**src/design/esc_pkg.sv**
```systemverilog
// ----------------------------------------------------------------------------
// esc_pkg
// Shared types, constants and arithmetic helpers of the sensor compensation.
// ----------------------------------------------------------------------------
`timescale 1ns / 1ps

package esc_pkg;

  localparam int AddrW       = 6;
  localparam int DataW       = 64;
  localparam int DivBits     = 64;
  localparam int FrontStages = 11;
  localparam int BackStages  = 6;

  localparam logic [2:0] RegTemp   = 3'd0;
  localparam logic [2:0] RegPressA = 3'd1;
  localparam logic [2:0] RegPressB = 3'd2;
  localparam logic [2:0] RegPressC = 3'd3;
  localparam logic [2:0] RegHum    = 3'd4;

  localparam logic [32:0] TempOfs   = 33'd128000;
  localparam logic [20:0] PressBase = 21'd1048576;
  localparam logic [63:0] PressMul  = 64'd3125;
  localparam logic [63:0] PressBias = 64'h0000_8000_0000_0000;
  localparam logic [31:0] HumOfs    = 32'd76800;
  localparam logic [31:0] HumMax    = 32'd419430400;
  localparam logic [16:0] HumMaxQ   = 17'd102400;
  localparam logic [31:0] HumRndA   = 32'd16384;
  localparam logic [31:0] HumAddB   = 32'd2097152;
  localparam logic [31:0] HumRndB   = 32'd8192;
  localparam logic [31:0] HumAddC   = 32'd32768;

  typedef struct packed {
    logic [15:0] t1;
    logic [15:0] t2;
    logic [15:0] t3;
    logic [15:0] p1;
    logic [15:0] p2;
    logic [15:0] p3;
    logic [15:0] p4;
    logic [15:0] p5;
    logic [15:0] p6;
    logic [15:0] p7;
    logic [15:0] p8;
    logic [15:0] p9;
    logic [7:0]  h1;
    logic [15:0] h2;
    logic [7:0]  h3;
    logic [11:0] h4;
    logic [11:0] h5;
    logic [7:0]  h6;
  } esc_coef_t;

  typedef struct packed {
    logic [31:0] temp;
    logic [16:0] hum;
    logic        zero;
  } esc_side_t;

  typedef struct packed {
    esc_side_t   side;
    logic        neg;
    logic [30:0] mb;
    logic [63:0] mag;
  } esc_dvd_t;

  typedef struct packed {
    esc_side_t   side;
    logic        neg;
    logic [63:0] quo;
  } esc_quo_t;

  // partial products of a 64 x 64 product taken modulo 2^64
  typedef struct packed {
    logic [63:0] ll;
    logic [31:0] hx;
  } esc_pp_t;

  function automatic logic [31:0] asr32(input logic [31:0] x, input int unsigned n);
    logic signed [31:0] s;
    s = signed'(x);
    return s >>> n;
  endfunction

  function automatic logic [63:0] asr64(input logic [63:0] x, input int unsigned n);
    logic signed [63:0] s;
    s = signed'(x);
    return s >>> n;
  endfunction

  function automatic logic [31:0] sx32_16(input logic [15:0] x);
    return {{16{x[15]}}, x};
  endfunction

  function automatic logic [31:0] sx32_12(input logic [11:0] x);
    return {{20{x[11]}}, x};
  endfunction

  function automatic logic [31:0] sx32_8(input logic [7:0] x);
    return {{24{x[7]}}, x};
  endfunction

  function automatic logic [63:0] sx64_16(input logic [15:0] x);
    return {{48{x[15]}}, x};
  endfunction

  function automatic esc_pp_t pp_f(input logic [63:0] a, input logic [63:0] b);
    esc_pp_t     r;
    logic [31:0] x0;
    logic [31:0] x1;
    r.ll = a[31:0] * b[31:0];
    x0   = a[63:32] * b[31:0];
    x1   = a[31:0] * b[63:32];
    r.hx = x0 + x1;
    return r;
  endfunction

  function automatic logic [63:0] pp_sum(input esc_pp_t p);
    return p.ll + {p.hx, 32'd0};
  endfunction

endpackage

```
**src/design/esc_cfg.sv**
```systemverilog
// ----------------------------------------------------------------------------
// esc_cfg
// APB register file holding the calibration words, decoded into fields.
// ----------------------------------------------------------------------------
`timescale 1ns / 1ps

module esc_cfg (
  input  logic                     clk_i,
  input  logic                     rst_ni,
  input  logic                     psel,
  input  logic                     penable,
  input  logic                     pwrite,
  input  logic [esc_pkg::AddrW-1:0] paddr,
  input  logic [esc_pkg::DataW-1:0] pwdata,
  output logic [esc_pkg::DataW-1:0] prdata,
  output logic                     pready,
  output esc_pkg::esc_coef_t       coef_o
);

  logic [47:0] temp_q, temp_d;
  logic [47:0] pa_q, pa_d;
  logic [47:0] pb_q, pb_d;
  logic [47:0] pc_q, pc_d;
  logic [63:0] hum_q, hum_d;
  logic        wr_en;
  logic [2:0]  idx;

  assign pready = 1'b1;
  assign wr_en  = psel & penable & pwrite;
  assign idx    = paddr[esc_pkg::AddrW-1:3];

  always_comb begin
    temp_d = temp_q;
    pa_d   = pa_q;
    pb_d   = pb_q;
    pc_d   = pc_q;
    hum_d  = hum_q;
    if (wr_en) begin
      case (idx)
        esc_pkg::RegTemp:   temp_d = pwdata[47:0];
        esc_pkg::RegPressA: pa_d   = pwdata[47:0];
        esc_pkg::RegPressB: pb_d   = pwdata[47:0];
        esc_pkg::RegPressC: pc_d   = pwdata[47:0];
        esc_pkg::RegHum:    hum_d  = pwdata;
        default: ;
      endcase
    end
  end

  always_ff @(posedge clk_i or negedge rst_ni) begin
    if (!rst_ni) begin
      temp_q <= '0;
      pa_q   <= '0;
      pb_q   <= '0;
      pc_q   <= '0;
      hum_q  <= '0;
    end else begin
      temp_q <= temp_d;
      pa_q   <= pa_d;
      pb_q   <= pb_d;
      pc_q   <= pc_d;
      hum_q  <= hum_d;
    end
  end

  always_comb begin
    case (idx)
      esc_pkg::RegTemp:   prdata = {16'd0, temp_q};
      esc_pkg::RegPressA: prdata = {16'd0, pa_q};
      esc_pkg::RegPressB: prdata = {16'd0, pb_q};
      esc_pkg::RegPressC: prdata = {16'd0, pc_q};
      esc_pkg::RegHum:    prdata = hum_q;
      default:            prdata = '0;
    endcase
  end

  always_comb begin
    coef_o.t1 = temp_q[15:0];
    coef_o.t2 = temp_q[31:16];
    coef_o.t3 = temp_q[47:32];
    coef_o.p1 = pa_q[15:0];
    coef_o.p2 = pa_q[31:16];
    coef_o.p3 = pa_q[47:32];
    coef_o.p4 = pb_q[15:0];
    coef_o.p5 = pb_q[31:16];
    coef_o.p6 = pb_q[47:32];
    coef_o.p7 = pc_q[15:0];
    coef_o.p8 = pc_q[31:16];
    coef_o.p9 = pc_q[47:32];
    coef_o.h1 = hum_q[7:0];
    coef_o.h2 = hum_q[23:8];
    coef_o.h3 = hum_q[31:24];
    coef_o.h4 = hum_q[43:32];
    coef_o.h5 = hum_q[55:44];
    coef_o.h6 = hum_q[63:56];
  end

endmodule

```
**config.mk**
```make
export PLATFORM = sky130hd
export DESIGN_NAME = esc_cfg
export DESIGN_NICKNAME = d
export VERILOG_FILES = /design/src/design/esc_pkg.sv /design/src/design/esc_cfg.sv
export SDC_FILE = /design/constraint.sdc
export NUM_CORES = 1
export LEC_CHECK = 0
export BUFFER_PORTS_ARGS = -buffer_cell sky130_fd_sc_hd__buf_4
export CAP_MARGIN = 20
export CORE_AREA = 4 4 155 172
export CTS_BUF_LIST = sky130_fd_sc_hd__clkbuf_4 sky130_fd_sc_hd__clkbuf_8
export CTS_CLUSTER_SIZE = 25
export DETAILED_ROUTE_END_ITERATION = 10
export DIE_AREA = 0 0 159 176
export GPL_ROUTABILITY_DRIVEN = 0
export PLACE_DENSITY = 0.79
export SKIP_LAST_GASP = 1
export SYNTH_ARGS = -nofsm -noshare
export SYNTH_HDL_FRONTEND = slang
export SYNTH_SLANG_ARGS = --single-unit
```
**constraint.sdc**
```tcl
create_clock -name clk_i -period 1.9 [get_ports clk_i]
set_input_delay 0.38 -clock clk_i [delete_from_list [all_inputs] [get_ports clk_i]]
set_output_delay 0.38 -clock clk_i [all_outputs]
set_load 0.005 [all_outputs]
```
Word level (Yosys, flattened, before mapping)
Index checks and enable logic that the tools add are counted.
- register bits after elaboration: 256
- output and inout port bits: 321
- equality and inequality tests: 4
- multiplexer cells: 1
- bitwise gates (word level): 2
- reduce and logical (&&, ||, !) cells: 6
- operators by type and width (kind ; number):
    case mux 64 bit (5 select lines) ; 1
    AND reduction 2 bit ; 5
    equality test 3 x 2 -> 1 bit, second input constant ; 2
    equality test 3 x 1 -> 1 bit, second input constant ; 1
    equality test 3 bit, second input constant ; 1
    zero test 3 bit ; 1
    AND 1 bit ; 2

Depth between registers and ports, before layout
Gate-level depths: netlist (run 1).
- depth in word-level cells: 3
- gate-level depth with buffers: 7

Least setup slack after synthesis (run 1)
Ideal clock, no wire load.
- kind: input to output
- start point: input port paddr[3] in the netlist's numbering
- end point: output port prdata[30] in the netlist's numbering
- arrival: 1.566 ns
- setup slack: -0.046 ns
- cell stages on the path: 6
- buffers on the path: 3
- cell sequence: buf_2 -> buf_2 -> buf_2 -> mux2_2 -> a32oi_1 -> o21ai_0
- longest elaborated chain between the ends: 2
- ends and longest elaborated chain (element ; RTL line ; RTL):
    start, declared ; esc_cfg.sv:13 ; input logic [esc_pkg::AddrW-1:0] paddr,
    equality test 3 bit, or another cell as far along ; esc_cfg.sv:67 ; case (idx)
    case mux 64 bit (5 select lines) * ; esc_cfg.sv:67 ;
    end, declared ; esc_cfg.sv:15 ; output logic [esc_pkg::DataW-1:0] prdata,
Mark *: on every way between the ends. The rest lies on a longest branch, timed or not.

Final worst setup path (run 1)
- start point: register pc_q[13]
- end point: output port prdata[13] in the netlist's numbering
- longest elaborated chain between the ends: 1
- ends and longest elaborated chain (element ; RTL line ; RTL):
    start, declared ; esc_cfg.sv:23 ; logic [47:0] pc_q, pc_d;
    start signal, assigned ; esc_cfg.sv:61 ; pc_q <= pc_d;
    case mux 64 bit (5 select lines) ; esc_cfg.sv:67 ;
Every way passes these cells.

==> results of run 1 <==
[power groups by stage]
stage               Combinational [mW]  Clock (mW)  Sequential (mW)
CTS                               5.08        5.16             7.34
finish                            5.33        5.08             7.37
floorplan                         1.56           0             7.40
global route                      5.69        5.45             7.50
global placement                  4.31           0             7.47
detailed placement                4.42           0             7.53
[metal layers]
layer | vias to the layer above | wire length (µm) | track usage, %
met5 | - | 0 | 0
li1 | 4059 | - | -
met4 | 0 | 1610 | 9.69
met3 | 111 | 3160 | 7.80
met2 | 486 | 20200 | 47.1
met1 | 4852 | 14400 | 31.2
[cell families (layout without fill, tap and decap cells)]
kind of cell	count (synthesis)	in the layout	share of synthesized area [%]
other cells	1	3	0.0325
flops	256	256	55.6
compound gates	144	144	8.87
mux	304	304	30.4
buf+inv	67	619	3.28
simple gates	29	29	1.85
[worst register-to-register path, cell delays in order (launching register included)]
cell,delay [ns]
dfrtp_1,0.40
buf_4,0.14
buf_4,0.13
mux2_2,0.26
[what timing repair did]
item,CTS,global route
gates resized for setup,30,59
endpoints found under the hold margin,55,0
hold buffers,1,0
endpoints found under the setup margin,48,48
buffers inserted,80,22
pin swaps,6,24
[flip-flops by register name, summed over array words and instances (netlist names)]
signal  flops
hum_q      64
pa_q       48
pb_q       48
pc_q       48
temp_q     48
[worst max-delay path by stage]
| stage | startpoint | endpoint | depth (start not counted) |
|---|---|---|---|
| 2_1_floorplan | paddr[3] | prdata[30] | 6 |
| 3_3_place_gp | paddr[3] | prdata[33] | 7 |
| 3_5_place_dp | paddr[3] | prdata[24] | 6 |
| 4_1_cts | pc_q[45]$_DFFE_PN0P_ | prdata[45] | 4 |
| 5_1_grt | pb_q[31]$_DFFE_PN0P_ | prdata[31] | 4 |
| 6_report | pc_q[13]$_DFFE_PN0P_ | prdata[13] | 4 |
[cell type report]
type                       count  area [µm²]  area share (%)
clock inverter                 6        57.6           0.334
tap                          315         394            2.29
multi-input combinational    478        5000            29.0
antenna                        2        5.00          0.0290
clock buffer                  68         842            4.89
sequential                   256        6410            37.2
inverter                       1        3.75          0.0218
timing repair buffer         544        4520            26.2
[cell usage after synthesis, drive strengths merged]
| cell type | number | share of area [%] |
|---|---|---|
| nor2 | 2 | 0.065 |
| dfrtp | 256 | 56 |
| conb | 1 | 0.033 |
| nor2b | 3 | 0.16 |
| and2 | 16 | 0.87 |
| nand4b | 1 | 0.21 |
| a22oi | 47 | 3.1 |
| a32oi | 48 | 3.6 |
| mux2 | 304 | 30 |
| nand2 | 2 | 0.065 |
| a2bb2oi | 1 | 0.076 |
| nor3b | 2 | 0.22 |
| clkbuf | 21 | 0.68 |
| and4 | 1 | 0.076 |
| inv | 1 | 0.033 |
| o21ai | 48 | 2.1 |
| buf | 45 | 2.6 |
| nor3 | 1 | 0.087 |
| or3 | 1 | 0.098 |
[metrics by stage]
stage | setup TNS (ns) | hold slack [ns] | util [%] | instances | total power, mW
detailed placement | -2.13 | 0.370 | 61.5 | 1491 | 11.9
CTS | -4.25 | 0.0597 | 67.6 | 1646 | 17.6
global route | -6.98 | 0.0579 | 69.0 | 1669 | 18.6
finish | -2.95 | 0.0932 | 69.0 | 1670 | 17.8
global placement | -1.87 | 0.366 | 61.5 | 1491 | 11.8
floorplan | 0 | 0.0844 | - | 801 | 8.95
==> reports/qor_table.md, run 1 <==
| Item | Value | Unit |
|---|---|---|
| Die outline area | 0.0280 | mm² |
| Max-cap violations | 0 | - |
| Distinct cell type count after synthesis | 23 | - |
| Synthesized net count | 876 | - |
| Worst clock skew on the final layout | 0 | ns |
| Net count, final | 1397 | - |
| Req. time, crit path | 1.52 | ns |
| Worst-Margin Slew | 0.565 | ns |
| Cell area reported after detailed placement | 0.0153 | mm² |
| Ordered list of cells on the worst path | mux2_2 > a32oi_1 > o21ai_1 > buf_4 | - |
| Flop pwr share | 41.5 | % |
| # rows | 61 | - |
| Number of CTS-inserted buffers | 41 | - |
| Hold/Removal Path Class | in2reg | - |
| Antenna violations before repair | 2 | - |
| Depth of the CTS H-tree | 2 | - |
| Number of buffers between clock root and the deepest sink | 3 | - |
| Effective utilization at floorplan | 46.2 | % |
| Setup slack on the worst flop-to-flop path | 0.85 | ns |
| IR Drop Worst-Case VDD | 0.708 | mV |
| Largest net degree at the start of global routing | 64 | - |
| Violations in the final reports | negative setup slack | - |
| DIE WIDTH | 159 | µm |
| Global router's overall resource usage | 26.7 | % |
| Switching power | 4.95 | mW |
| DRT antenna net count | 0 | - |
| Ratio of total power to cell area | 1030 | mW/mm² |
| Cell area after layout | 0.0172 | mm² |
| Number of synthesized register bits | 256 | - |
| Startpoint of the most critical register-to-register path | pc_q[19]$_DFFE_PN0P_ | - |
| Setup crit end kind | output pin | - |
| Total standard cell area after synthesis | 0.0115 | mm² |
| Placement-stage worst setup slack | -0.114 | ns |
| Clock root buffer | clkbuf_8 | - |
| Capture endpoint of the worst hold path | hum_q[49]$_DFFE_PN0P_ | - |
| Final period demand of the worst path | 2.02 | ns |
| Setup Viol. Count Final | 48 | - |
| Kind of critical path | reg2out | - |
| Cell internal power dissipation | 12.8 | mW |
| Fraction of layout instances using a drive strength above 1 | 70.2 | % |
| Routed wirelength normalized by instance count | 23.6 | µm |
| Filler Cells Inserted | 1712 | - |
| Clock tree from TritonCTS | yes | - |
| First-pass iteration count of the detailed router | 5 | - |
| Global-route wire length before repair | 59300 | µm |
| Number of buffers and inverters on the critical path | 1 | - |
| Part of the power in the clock network | 28.6 | % |
| Unrepaired setup endpoints after global routing | true | - |
| Cells on worst reg2reg path | 3 | - |
| Vias in the first global route | 10138 | - |
| Count of warnings emitted by yosys | 0 | - |
| DRC violation count after routing | 0 | - |
| Most frequent cells in the layout | buf_4 (508), mux2_2 (260), dfrtp_1 (256) | - |
| Run status | complete, but fails checks | - |
| Final Max Tran Viols | 0 | - |
| Worst setup slack after layout | -0.123 | ns |
| Clock insertion delay at the later pin of the skew report | 0.52 | ns |
| Min-Delay Path Depth | 2 | - |
| TritonCTS sink count | 256 | - |
| Max-slew headroom | 62.3 | % |
| Portion of the post-synthesis area used by sequential elements | 55.6 | % |
| Global-route congestion overflow total | 0 | - |
| Hold path startpoint | pwdata[49] | - |
| Slowest CP cell | dfrtp_1 | - |
| Overall via count from detail_route | 9508 | - |
| Commonest non-fill, non-tap cell in the layout | buf_4 | - |
| Switching fraction of total power | 27.9 | % |
| Boundary pin count | 396 | - |
| End of the worst register-to-register path | pc_q[19]$_DFFE_PN0P_ | - |
| Number of hold-slack violations in the final timing report | 0 | - |
| Fmax achieved | 0.494 | GHz |
| Half-perimeter wire length after detailed placement | 26100 | µm |
| Dominant delay contributor by cell family on the critical path | flip-flops | - |
| Worst-path clk slew | 0.06 | ns |
| Max incr delay on CP | 0.38 | ns |
| Post-route fraction of the period consumed by the critical path | 106 | % |
| Core Box Area | 0.0250 | mm² |
| Number of standard cells after synthesis | 801 | - |
| Maximum fanout along the worst path | 2 | - |
| Startpoint Class | flip-flop | - |
| Final wirelength | 39400 | µm |
| Average cell area after synthesis | 14.4 | µm² |
| Port Buf Inserts | 391 | - |
| First-iteration detailed-routing DRC count | 513 | - |
| Static Leakage | 8.55 | nW |
| CP Data Arrival Time | 1.64 | ns |
| Via count normalized by instance count | 5.69 | - |
| Y dimension of the die | 176 | µm |
| Relative contribution of combinational cells to total power | 30.0 | % |
| Layout-stage area growth over the synthesis result | 49.6 | % |
(Power assumes the default switching activity.)
==> run 2, diff against run 1 <==
--- a/config.mk
+++ b/config.mk
@@ -7,13 +7,14 @@
 export LEC_CHECK = 0
 export BUFFER_PORTS_ARGS = -buffer_cell sky130_fd_sc_hd__buf_4
 export CAP_MARGIN = 20
-export CORE_AREA = 4 4 155 172
+export CORE_AREA = 2 2 153 170
 export CTS_BUF_LIST = sky130_fd_sc_hd__clkbuf_4 sky130_fd_sc_hd__clkbuf_8
 export CTS_CLUSTER_SIZE = 25
 export DETAILED_ROUTE_END_ITERATION = 10
-export DIE_AREA = 0 0 159 176
+export DIE_AREA = 0 0 155 172
 export GPL_ROUTABILITY_DRIVEN = 0
 export PLACE_DENSITY = 0.79
+export REMOVE_ABC_BUFFERS = 1
 export SKIP_LAST_GASP = 1
 export SYNTH_ARGS = -nofsm -noshare
 export SYNTH_HDL_FRONTEND = slang
==> run 2 against run 1 <==
  * The flow still finishes with violations (negative setup slack)
  * Sequential power is essentially flat
  * Final cell count is 0.60% higher
  * Highest routed layer unchanged
  * Via count grew 0.38%
  * Cell area is 0.85% lower
  * Core utilization decreased by 0.59 points
  * Total power fell by 1.2%
  * Critical path depth is the same
  * Non-clock buffer count rose by 15
  * Sequential cell count did not move
  * Critical path type unchanged
==> reports/qor_table.md, run 2 (synthesized netlist as in run 1, its figures left out) <==
| Item | Value | Unit |
|---|---|---|
| Run status | complete, but fails checks | - |
| Violations in the final reports | negative setup slack | - |
| Clock root buffer | clkbuf_8 | - |
| Fraction of layout instances using a drive strength above 1 | 70.0 | % |
| Port Buf Inserts | 391 | - |
| Global router's overall resource usage | 26.9 | % |
| Maximum fanout along the worst path | 2 | - |
| First-iteration detailed-routing DRC count | 620 | - |
| Dominant delay contributor by cell family on the critical path | flip-flops | - |
| Routed wirelength normalized by instance count | 22.4 | µm |
| Final Max Tran Viols | 0 | - |
| Final period demand of the worst path | 2.02 | ns |
| Worst clock skew on the final layout | 0 | ns |
| Static Leakage | 8.50 | nW |
| Most frequent cells in the layout | buf_4 (531), mux2_2 (273), dfrtp_1 (256) | - |
| Unrepaired setup endpoints after global routing | true | - |
| Final wirelength | 37600 | µm |
| Boundary pin count | 396 | - |
| Global-route congestion overflow total | 0 | - |
| Number of hold-slack violations in the final timing report | 0 | - |
| IR Drop Worst-Case VDD | 0.606 | mV |
| Antenna violations before repair | 0 | - |
| Req. time, crit path | 1.52 | ns |
| Fmax achieved | 0.494 | GHz |
| DRC violation count after routing | 0 | - |
| Overall via count from detail_route | 9544 | - |
| Max reg flops | 64 | - |
| Max incr delay on CP | 0.38 | ns |
| Slowest CP cell | dfrtp_1 | - |
| Half-perimeter wire length after detailed placement | 24300 | µm |
| Placement-stage worst setup slack | -0.119 | ns |
| Register with the highest flop count | hum_q | - |
| Y dimension of the die | 172 | µm |
| Setup crit end kind | output pin | - |
| First-pass iteration count of the detailed router | 7 | - |
| Worst-path clk slew | 0.06 | ns |
| Worst setup slack after layout | -0.125 | ns |
| Kind of critical path | reg2out | - |
| Clock insertion delay at the later pin of the skew report | 0.53 | ns |
| Number of CTS-inserted buffers | 42 | - |
| Worst hold margin | 0.0811 | ns |
| Largest net degree at the start of global routing | 59 | - |
| Clock tree from TritonCTS | yes | - |
| Startpoint Class | flip-flop | - |
| # rows | 61 | - |
| Antenna diodes | 0 | - |
| Depth of the CTS H-tree | 2 | - |
| Commonest non-fill, non-tap cell in the layout | buf_4 | - |
| Layout-stage area growth over the synthesis result | 48.3 | % |
| Number of instances in the placed design | 1485 | - |
| Effective utilization at floorplan | 46.2 | % |
| Setup Viol. Count Final | 48 | - |
| Net count, final | 1413 | - |
| Final setup TNS | -3.08 | ns |
| Layout Cells excl Fill | 1680 | - |
| Vias in the first global route | 10079 | - |
| Number of buffers and inverters on the critical path | 1 | - |
| Max-cap violations | 0 | - |
| Ratio of total power to cell area | 1030 | mW/mm² |
| Number of buffers between clock root and the deepest sink | 3 | - |
| DIE WIDTH | 155 | µm |
| Ordered list of cells on the worst path | mux2_4 > a32oi_2 > o21ai_1 > buf_4 | - |
| Hold/Removal Path Class | in2reg | - |
| TritonCTS sink count | 256 | - |
| Via count normalized by instance count | 5.68 | - |
| Post-route fraction of the period consumed by the critical path | 107 | % |
| Global-route wire length before repair | 55700 | µm |
| Die outline area | 0.0267 | mm² |
| DRT antenna net count | 0 | - |
| CP Data Arrival Time | 1.64 | ns |
| Core Box Area | 0.0250 | mm² |
[run 2: cell type report]
class | instances | area (µm²)
clock buffers | 65 | 820
clock inverters | 6 | 32.5
fillers | 1777 | 7870
inverters | 1 | 3.75
multi-input cells | 478 | 4910
flip-flops and latches | 256 | 6410
well taps | 315 | 394
repair buffers | 559 | 4520
[run 2: metal layers]
layer  track usage [%]  share of wire [%]
met5                 0                  0
met4              12.0                3.8
met3              6.84                8.3
met2              47.1                 51
met1              31.2                 37
[run 2: what timing repair did]
action                                  4_1_cts  5_1_grt
endpoints found under the hold margin        47        0
resized for setup                            47       16
hold buffers                                  1        0
buffers inserted                             87       36
pin swaps                                    10       15
endpoints found under the setup margin       48       48
[run 2: worst reg2reg max path, stage by stage, from the launching register on]
cell and delay [ns]:
dfrtp_1 0.40, buf_4 0.14, buf_4 0.13, mux2_2 0.25
[run 2: power by group]
part / total, mW / switching [mW] / internal, mW
sequential: 7.36 / 0.834 / 6.53
combinational: 5.34 / 1.93 / 3.41
clock: 4.86 / 2.13 / 2.73
[run 2: final timing paths]
path                                               to  cells after the start            startpoint  slack (ns)
worst max-delay path                       prdata[26]                      4  pb_q[26]$_DFFE_PN0P_       -0.12
worst min register to register   pc_q[17]$_DFFE_PN0P_                      1  pc_q[17]$_DFFE_PN0P_        0.53
max in group asynchronous        pc_q[29]$_DFFE_PN0P_                      3                rst_ni        0.87
worst min-delay path            hum_q[58]$_DFFE_PN0P_                      2            pwdata[58]        0.08
worst max register to register   pc_q[46]$_DFFE_PN0P_                      3  pc_q[46]$_DFFE_PN0P_        0.87
min in group asynchronous       hum_q[62]$_DFFE_PN0P_                      2                rst_ni        0.39
[run 2: per-stage QoR]
step | util [%] | area, µm² | total power, mW
floorplan | - | 11100 | 8.90
global placement | 60.8 | 15200 | 11.7
detailed placement | 60.8 | 15200 | 11.9
CTS | 67.2 | 16800 | 17.4
global route | 68.5 | 17100 | 18.4
finish | 68.5 | 17100 | 17.6
